[src/rtl/core/worst_fit_block_allocator_core_macros.svh]
// Assertion macros for the worst-fit block allocator core.
// Defining NO_ASSERTIONS turns every macro into an empty body.
`ifndef WORST_FIT_BLOCK_ALLOCATOR_CORE_MACROS_SVH
`define WORST_FIT_BLOCK_ALLOCATOR_CORE_MACROS_SVH
`ifndef NO_ASSERTIONS
`define WFBA_ASSERT_IMP(lbl, ante, cons, msg) \
  lbl: assert property (@(posedge clk_i) disable iff (!rst_ni) (ante) |-> (cons)) \
    else $error(msg);
`define WFBA_ASSERT_NXT(lbl, ante, cons, msg) \
  lbl: assert property (@(posedge clk_i) disable iff (!rst_ni) (ante) |=> (cons)) \
    else $error(msg);
`else
`define WFBA_ASSERT_IMP(lbl, ante, cons, msg)
`define WFBA_ASSERT_NXT(lbl, ante, cons, msg)
`endif
`endif

[src/rtl/core/wfba_pkg.sv]
// Shared types and constants of the worst-fit block allocator core.
// Used by wfba_scan and worst_fit_block_allocator_core; depends on nothing.
package wfba_pkg;

  localparam int BLOCKS       = 64;
  localparam int SIZE_BITS    = 16;
  localparam int IDX_W        = $clog2(BLOCKS);
  localparam int CNT_W        = IDX_W + 1;
  localparam int CFG_W        = 7;
  localparam int BLK_FIELD_W  = 6;
  localparam int JOB_W        = 10;
  localparam int TOTAL_W      = 24;
  localparam int CfgReset     = 64;

  typedef enum logic {
    FUNC_LOAD  = 1'b0,
    FUNC_ALLOC = 1'b1
  } wfba_func_e;

  typedef struct packed {
    wfba_func_e                 func;
    logic [BLK_FIELD_W-1:0]     block_index;
    logic [SIZE_BITS-1:0]       size_value;
  } wfba_in_t;

  typedef struct packed {
    logic                       granted;
    logic [BLK_FIELD_W-1:0]     chosen_block;
    logic [SIZE_BITS-1:0]       leftover;
    logic [JOB_W-1:0]           job_id;
    logic [TOTAL_W-1:0]         total_used;
  } wfba_out_t;

  typedef struct packed {
    logic                       vld;
    logic                       busy;
    logic [IDX_W-1:0]           idx;
    logic [SIZE_BITS-1:0]       size;
  } wfba_cmp_t;

endpackage

[src/rtl/core/wfba_scan.sv]
// Shared compare unit that tracks the largest fitting free block during a scan.
// Depends on wfba_pkg and the core assertion macros.
`include "worst_fit_block_allocator_core_macros.svh"
module wfba_scan (
  input  logic                          clk_i,
  input  logic                          rst_ni,
  input  logic                          clr_i,
  input  logic [wfba_pkg::SIZE_BITS-1:0] req_size_i,
  input  wfba_pkg::wfba_cmp_t           cmp_i,
  output logic                          found_o,
  output logic [wfba_pkg::SIZE_BITS-1:0] best_size_o,
  output logic [wfba_pkg::IDX_W-1:0]    best_idx_o
);
  import wfba_pkg::*;

  logic                 found_q, found_d;
  logic [SIZE_BITS-1:0] best_q, best_d;
  logic [IDX_W-1:0]     best_idx_q, best_idx_d;
  logic                 take;

  assign take = cmp_i.vld && !cmp_i.busy && (cmp_i.size >= req_size_i) &&
                (!found_q || (cmp_i.size > best_q));

  always_comb begin
    found_d    = found_q;
    best_d     = best_q;
    best_idx_d = best_idx_q;
    if (clr_i) begin
      found_d = 1'b0;
    end else if (take) begin
      found_d    = 1'b1;
      best_d     = cmp_i.size;
      best_idx_d = cmp_i.idx;
    end
  end

  always_ff @(posedge clk_i or negedge rst_ni) begin
    if (!rst_ni) begin
      found_q <= 1'b0;
    end else begin
      found_q <= found_d;
    end
  end

  always_ff @(posedge clk_i) begin
    best_q     <= best_d;
    best_idx_q <= best_idx_d;
  end

  assign found_o     = found_q;
  assign best_size_o = best_q;
  assign best_idx_o  = best_idx_q;

  `WFBA_ASSERT_IMP(a_best_fits, found_q && !clr_i, best_q >= req_size_i, "best block too small")
  `WFBA_ASSERT_NXT(a_clr_drops, clr_i, !found_q, "clear did not drop the candidate")
  `WFBA_ASSERT_NXT(a_take_sets, take && !clr_i, found_q && (best_idx_q == $past(cmp_i.idx)), "candidate not taken")

endmodule

[src/rtl/core/worst_fit_block_allocator_core.sv]
// Worst-fit block allocator top level: size memory, busy flags, sequencer.
// Depends on wfba_pkg, wfba_scan and the core assertion macros.
//
// A word is taken when start is high and busy is low. A load word writes the
// block size, frees the block and returns its result in the next cycle
// without raising busy. A request word reads one block size per cycle from the
// size memory into a single shared comparator, so it keeps busy high while it
// scans the first blocks_in_use blocks (capped at 64; none when blocks_in_use
// is zero), and its result appears in the first cycle with busy low again.
// Every result sits on out_word_o for exactly one cycle with out_valid_o high;
// the receiver cannot stall it and must take it then. The configuration
// register may only be written while busy is low and no result is pending.
`include "worst_fit_block_allocator_core_macros.svh"
module worst_fit_block_allocator_core (
  input  logic                          clk_i,
  input  logic                          rst_ni,
  input  logic                          start,
  output logic                          busy,
  input  wfba_pkg::wfba_in_t            in_word_i,
  output logic                          out_valid_o,
  output wfba_pkg::wfba_out_t           out_word_o,
  input  logic                          cfg_valid_i,
  output logic                          cfg_ready_o,
  input  logic [wfba_pkg::CFG_W-1:0]    cfg_data_i
);
  import wfba_pkg::*;

  typedef enum logic [3:0] {
    S_IDLE   = 4'b0001,
    S_SCAN   = 4'b0010,
    S_DRAIN  = 4'b0100,
    S_FINISH = 4'b1000
  } state_e;

  state_e               state_q, state_d;
  logic [CFG_W-1:0]     cfg_q;
  logic [CNT_W-1:0]     limit_q, limit_d;
  logic [IDX_W-1:0]     idx_q, idx_d;
  logic [SIZE_BITS-1:0] req_q;
  logic [JOB_W-1:0]     job_cnt_q, job_q;
  logic [TOTAL_W-1:0]   total_q;
  logic [BLOCKS-1:0]    blk_busy_q;
  logic [BLOCKS-1:0]    blk_vld_q;
  logic [SIZE_BITS-1:0] sizes_mem [BLOCKS];
  logic [SIZE_BITS-1:0] rd_data_q;
  logic                 rd_vld_q;
  logic                 cmp_vld_q;
  logic [IDX_W-1:0]     cmp_idx_q;
  logic                 out_valid_q;
  wfba_out_t            out_q;

  logic                 accept, acc_load, acc_req, load_ok, last_issue;
  logic [IDX_W-1:0]     load_idx;
  logic [TOTAL_W:0]     sum;
  wfba_cmp_t            cmp;
  logic                 found;
  logic [SIZE_BITS-1:0] best_size;
  logic [IDX_W-1:0]     best_idx;

  assign accept     = start && !busy;
  assign acc_load   = accept && (in_word_i.func == FUNC_LOAD);
  assign acc_req    = accept && (in_word_i.func == FUNC_ALLOC);
  assign load_idx   = in_word_i.block_index[IDX_W-1:0];
  assign load_ok    = ({1'b0, in_word_i.block_index} < (BLK_FIELD_W + 1)'(BLOCKS));
  assign last_issue = ({1'b0, idx_q} == (limit_q - CNT_W'(1)));
  assign limit_d    = (cfg_q > CFG_W'(BLOCKS)) ? CNT_W'(BLOCKS) : CNT_W'(cfg_q);
  assign sum        = {1'b0, total_q} + (TOTAL_W + 1)'(req_q);

  assign busy        = (state_q != S_IDLE);
  assign cfg_ready_o = !busy;

  always_comb begin
    state_d = state_q;
    idx_d   = idx_q;
    case (state_q)
      S_IDLE: begin
        if (acc_req) begin
          idx_d   = '0;
          state_d = (limit_d == '0) ? S_FINISH : S_SCAN;
        end
      end
      S_SCAN: begin
        idx_d = idx_q + IDX_W'(1);
        if (last_issue) begin
          state_d = S_DRAIN;
        end
      end
      S_DRAIN:  state_d = S_FINISH;
      S_FINISH: state_d = S_IDLE;
      default:  state_d = S_IDLE;
    endcase
  end

  always_ff @(posedge clk_i or negedge rst_ni) begin
    if (!rst_ni) begin
      state_q     <= S_IDLE;
      cfg_q       <= CFG_W'(CfgReset);
      job_cnt_q   <= '0;
      total_q     <= '0;
      blk_busy_q  <= '0;
      blk_vld_q   <= '0;
      cmp_vld_q   <= 1'b0;
      out_valid_q <= 1'b0;
    end else begin
      state_q     <= state_d;
      cmp_vld_q   <= (state_q == S_SCAN);
      out_valid_q <= acc_load || (state_q == S_FINISH);
      if (cfg_valid_i && cfg_ready_o) begin
        cfg_q <= cfg_data_i;
      end
      if (acc_req) begin
        job_cnt_q <= job_cnt_q + JOB_W'(1);
      end
      if (acc_load && load_ok) begin
        blk_vld_q[load_idx]  <= 1'b1;
        blk_busy_q[load_idx] <= 1'b0;
      end
      if ((state_q == S_FINISH) && found) begin
        blk_busy_q[best_idx] <= 1'b1;
        total_q <= sum[TOTAL_W] ? {TOTAL_W{1'b1}} : sum[TOTAL_W-1:0];
      end
    end
  end

  always_ff @(posedge clk_i) begin
    if (acc_load && load_ok) begin
      sizes_mem[load_idx] <= in_word_i.size_value;
    end
    rd_data_q <= sizes_mem[idx_q];
    rd_vld_q  <= blk_vld_q[idx_q];
    cmp_idx_q <= idx_q;
    idx_q     <= idx_d;
    if (acc_req) begin
      req_q   <= in_word_i.size_value;
      job_q   <= job_cnt_q;
      limit_q <= limit_d;
    end
    if (acc_load) begin
      out_q.granted      <= 1'b0;
      out_q.chosen_block <= '0;
      out_q.leftover     <= '0;
      out_q.job_id       <= '0;
      out_q.total_used   <= total_q;
    end else if (state_q == S_FINISH) begin
      out_q.granted      <= found;
      out_q.chosen_block <= found ? BLK_FIELD_W'(best_idx) : '0;
      out_q.leftover     <= found ? (best_size - req_q) : '0;
      out_q.job_id       <= job_q;
      out_q.total_used   <= !found ? total_q :
                            (sum[TOTAL_W] ? {TOTAL_W{1'b1}} : sum[TOTAL_W-1:0]);
    end
  end

  assign cmp.vld  = cmp_vld_q;
  assign cmp.busy = blk_busy_q[cmp_idx_q];
  assign cmp.idx  = cmp_idx_q;
  assign cmp.size = rd_vld_q ? rd_data_q : '0;

  wfba_scan u_scan (
    .clk_i       (clk_i),
    .rst_ni      (rst_ni),
    .clr_i       (acc_req),
    .req_size_i  (req_q),
    .cmp_i       (cmp),
    .found_o     (found),
    .best_size_o (best_size),
    .best_idx_o  (best_idx)
  );

  assign out_valid_o = out_valid_q;
  assign out_word_o  = out_q;

  `WFBA_ASSERT_IMP(a_out_when_idle, out_valid_q, !busy, "result while busy")
  `WFBA_ASSERT_NXT(a_accept_moves, accept, busy || out_valid_q,
                   "accepted word went nowhere")
  `WFBA_ASSERT_IMP(a_grant_marks, out_valid_q && out_q.granted,
                   blk_busy_q[out_q.chosen_block[IDX_W-1:0]], "granted block not busy")
  `WFBA_ASSERT_IMP(a_grant_in_range, out_valid_q && out_q.granted,
                   {1'b0, out_q.chosen_block} < limit_q, "grant beyond blocks in use")

endmodule

[config.mk]
export PLATFORM = sky130hd
export DESIGN_NAME = worst_fit_block_allocator_core
export DESIGN_NICKNAME = d
export VERILOG_FILES = /design/src/rtl/core/wfba_pkg.sv /design/src/rtl/core/wfba_scan.sv /design/src/rtl/core/worst_fit_block_allocator_core.sv
export VERILOG_INCLUDE_DIRS = /design/src /design/src/rtl/core
export SDC_FILE = /design/constraint.sdc
export NUM_CORES = 2
export LEC_CHECK = 0
export BUFFER_PORTS_ARGS = -buffer_cell sky130_fd_sc_hd__buf_2
export CAP_MARGIN = 20
export CORE_MARGIN = 5
export CORE_UTILIZATION = 45
export DETAILED_ROUTE_END_ITERATION = 12
export PLACE_DENSITY_LB_ADDON = 0.3
export SLEW_MARGIN = 20
export SYNTH_ARGS = -nofsm -noshare
export SYNTH_HDL_FRONTEND = slang
export SYNTH_SLANG_ARGS = --single-unit
[constraint.sdc]
create_clock -name clk_i -period 7.2 [get_ports clk_i]
set_clock_uncertainty 0.2 [all_clocks]
set_input_delay 1.08 -clock clk_i [delete_from_list [all_inputs] [get_ports clk_i]]
set_output_delay 1.08 -clock clk_i [all_outputs]
set_load 0.01 [all_outputs]
==> reports/summary.json <==
{
  "status": {
    "run_status": "completed"
  },
  "place": {
    "dpl-instance-area_um2": 56100,
    "place_congestion": 0.832,
    "dp.cells": 4385,
    "portBuffers": 93,
    "place_ws_ns": 3.04,
    "place.detailed.hpwl_um": 79100
  },
  "cells_and_area": {
    "num-fill-cells": 9190,
    "most-common-layout-cells": "edfxtp_1 (1109), mux4_2 (372), o21ai_0 (186), dfrtp_1 (174), clkbuf_16 (147)",
    "final_design_area_no_fill_um2": 60800,
    "final_core_util_pct": 51.5,
    "nets": 3089,
    "final_common_cell": "edfxtp_1",
    "layout-drive-gt1-share_pct": 27.8,
    "stdcell_count": 4649,
    "flow.area_growth_from_synthesis_pct": 13.5
  },
  "routing": {
    "drt_pass1_iterations": 6,
    "remaining_number_of_nets_flagged_by_the_antenna_check_after_routing": 0,
    "route.detailed.vias_per_inst": 5.95,
    "post_drt_wl_per_cell_um": 27.8,
    "route.layer.met1.wl_um": 51400,
    "met3_routed_wirelength_um": 12500,
    "num_vias": 27661,
    "dr_wl_met2_um": 61700,
    "post-route-drc-count": 0,
    "wl_um": 129000,
    "topRoutingLayerUsed": "met5",
    "drtIter0Drc": 2977
  },
  "hold_path": {
    "hold_path_class": "reg2reg"
  },
  "sta": {
    "report.final.hold_viol_count": 0,
    "maxSlewViolCount": 0,
    "slew_headroom_pct": 23.8,
    "fmax_mhz": 242,
    "rsz_0062_raised_after_global_routing": "false",
    "timing.final.crit_share_pct": 57.3,
    "setup_viol_count_final": 0,
    "tightest_slew_ns": 1.14,
    "setup_ws_ns": 3.07,
    "holdWs_ns": 0.247,
    "tns_ns": 0,
    "final.min_clock_period_ns": 4.13
  },
  "floorplan": {
    "placeableCoreArea_um2": 118000,
    "die_boundary_width_um": 355,
    "io_pins": 94,
    "die-height_um": 355,
    "die_ar_um2": 126000,
    "initial_core_util_pct": 45.3,
    "row_count": 126
  },
  "synthesis": {
    "synth_top_area_share_pct": 62.2,
    "yosys_most_used_dff": "edfxtp_1",
    "mappedNetlistNets": 2905,
    "post_synth.cell_area_avg_um2": 19.1,
    "async_flop_share_pct": 13.1,
    "synth_largest_area_cell": "edfxtp_1",
    "synth_enable_flop_cells": 1109,
    "ys_ff_latch": 1341,
    "synth_top_cells_by_area": "edfxtp_1 (62%), mux4_2 (16%), dfrtp_1 (8.1%), dfxtp_1 (2.1%), o21ai_0 (1.7%)",
    "synthCells": 2808,
    "synth.yosys.seq_area_share_pct": 72.5,
    "ys_warn_count": 0,
    "synth_cell_types": 66,
    "synth_area_um2": 53500
  },
  "power": {
    "power_per_cell_area_nw_per_um2": 281,
    "static_leakage_nw": 20.6,
    "p_total_mw": 17.1,
    "power.ir.vdd_worst_mv": 0.291
  },
  "global_routing": {
    "track_usage_pct": 20.6,
    "antenna_violations_before_repair": 13,
    "pin_count_of_the_biggest_net_entering_global_routing": 111,
    "grt-ovfl-total": 0,
    "vias_in_the_first_global_route": 28247,
    "global_route_wire_length_before_repair_um": 191000
  },
  "setup_path": {
    "cp_data_arrival_time_ns": 4.26,
    "worstSetupEndpointType": "register",
    "worst-setup-path-type": "reg2reg",
    "worstSetupStartpointType": "register",
    "critical_path.max_fanout": 17,
    "worstPathRequired_ns": 7.33
  },
  "clock_network": {
    "clock_sink_count": 1341,
    "cts_hold_buffers": 0,
    "maximum_level_of_the_cts_h_tree": 4,
    "clock_insertion_delay_worst_skew_ns": 0.73,
    "cts_tree": "done",
    "maximum_clock_path_buffer_count": 3,
    "cts_root_buffer": "clkbuf_16",
    "clkSlewWorstSetupHoldPaths_ns": 0.06,
    "cts_resized": 0,
    "cts.repair_timing.setup_buffer_count": 0,
    "cts-buffers-inserted": 141
  },
  "flow_run": {
    "max-cap-violations": 0
  }
}
synthesized netlist by cell type (17+ instances only):
| cell type | instances |
|---|---|
| xor2_1 | 17 |
| nand2_1 | 118 |
| a21oi_1 | 57 |
| a21o_1 | 17 |
| dfrtp_1 | 174 |
| buf_2 | 24 |
| edfxtp_1 | 1109 |
| inv_1 | 43 |
| nor2_1 | 121 |
| ha_1 | 61 |
| mux4_2 | 372 |
| buf_1 | 18 |
| dfxtp_1 | 56 |
| nor2b_1 | 17 |
| clkbuf_1 | 80 |
| or2_2 | 66 |
| and2_1 | 27 |
| nand3_1 | 32 |
| xnor2_1 | 34 |
| o21ai_0 | 186 |
sequential cells by signal (all words and copies together) (netlist names), 7 cells and up:
| register | cells |
|---|---|
| job_cnt_q | 10 |
| cfg_q | 7 |
| blk_busy_q | 64 |
| limit_q | 7 |
| sizes_mem | 1024 |
| job_q | 10 |
| total_q | 24 |
| blk_vld_q | 64 |
| rd_data_q | 16 |
| out_word_o | 57 |
| u_scan.best_size_o | 16 |
| req_q | 16 |
area by class of cell:
type / count / area (um2) / area share, %
sequential: 1341 / 38800 / 63.9
multi-input combinational: 1291 / 14100 / 23.1
clock buffer: 191 / 3940 / 6.49
tap: 1536 / 1920 / 3.16
timing repair buffer: 173 / 1170 / 1.93
clock inverter: 65 / 668 / 1.10
inverter: 44 / 165 / 0.272
antenna: 8 / 20.0 / 0.0329
layer usage:
| metal | vias up | global-route usage, % |
|---|---|---|
| met5 | - | 0 |
| li1 | 11681 | - |
| met3 | 205 | 6.42 |
| met2 | 1183 | 32.5 |
| met4 | 4 | 6.29 |
| met1 | 14588 | 27.7 |
cell families after synthesis:
group                      count (synthesis)  share of synthesized area (%)
DFF                                     1341                           72.5
and+or+nand+nor                          456                           4.18
muxes                                    389                           16.0
AOI/OAI and AO/OA                        329                           3.52
buffers and inverters                    176                           1.39
adders and majority gates                 66                           1.56
xor gates and xnor gates                  51                          0.834
power breakdown:
part | total [mW] | switching [mW] | internal [mW]
registers | 8.72 | 0.135 | 8.59
logic | 1.16 | 0.656 | 0.502
clock network | 7.20 | 2.92 | 4.28
worst paths after layout:
check,end,startpoint,slack [ns],depth (start not counted)
worst max-delay path,sizes_mem[20][8],state_q[0],3.07,6
worst min-delay path,out_word_o[56],out_word_o[56],0.25,2
worst max register to register,sizes_mem[20][8],state_q[0],3.07,6
worst min register to register,out_word_o[56],out_word_o[56],0.25,2
max in group asynchronous,blk_busy_q[57],rst_ni,5.30,2
min in group asynchronous,total_q[10],rst_ni,0.28,1
critical path, stage by stage (launching register included):
cell and delay [ns]:
dfstp_2 0.57, nor4b_2 0.51, nand2_1 0.13, nor2_1 0.11, buf_4 0.25, nand3_1 0.79, nor2_2 1.17
No activity file was read; power rests on OpenSTA's default activity.
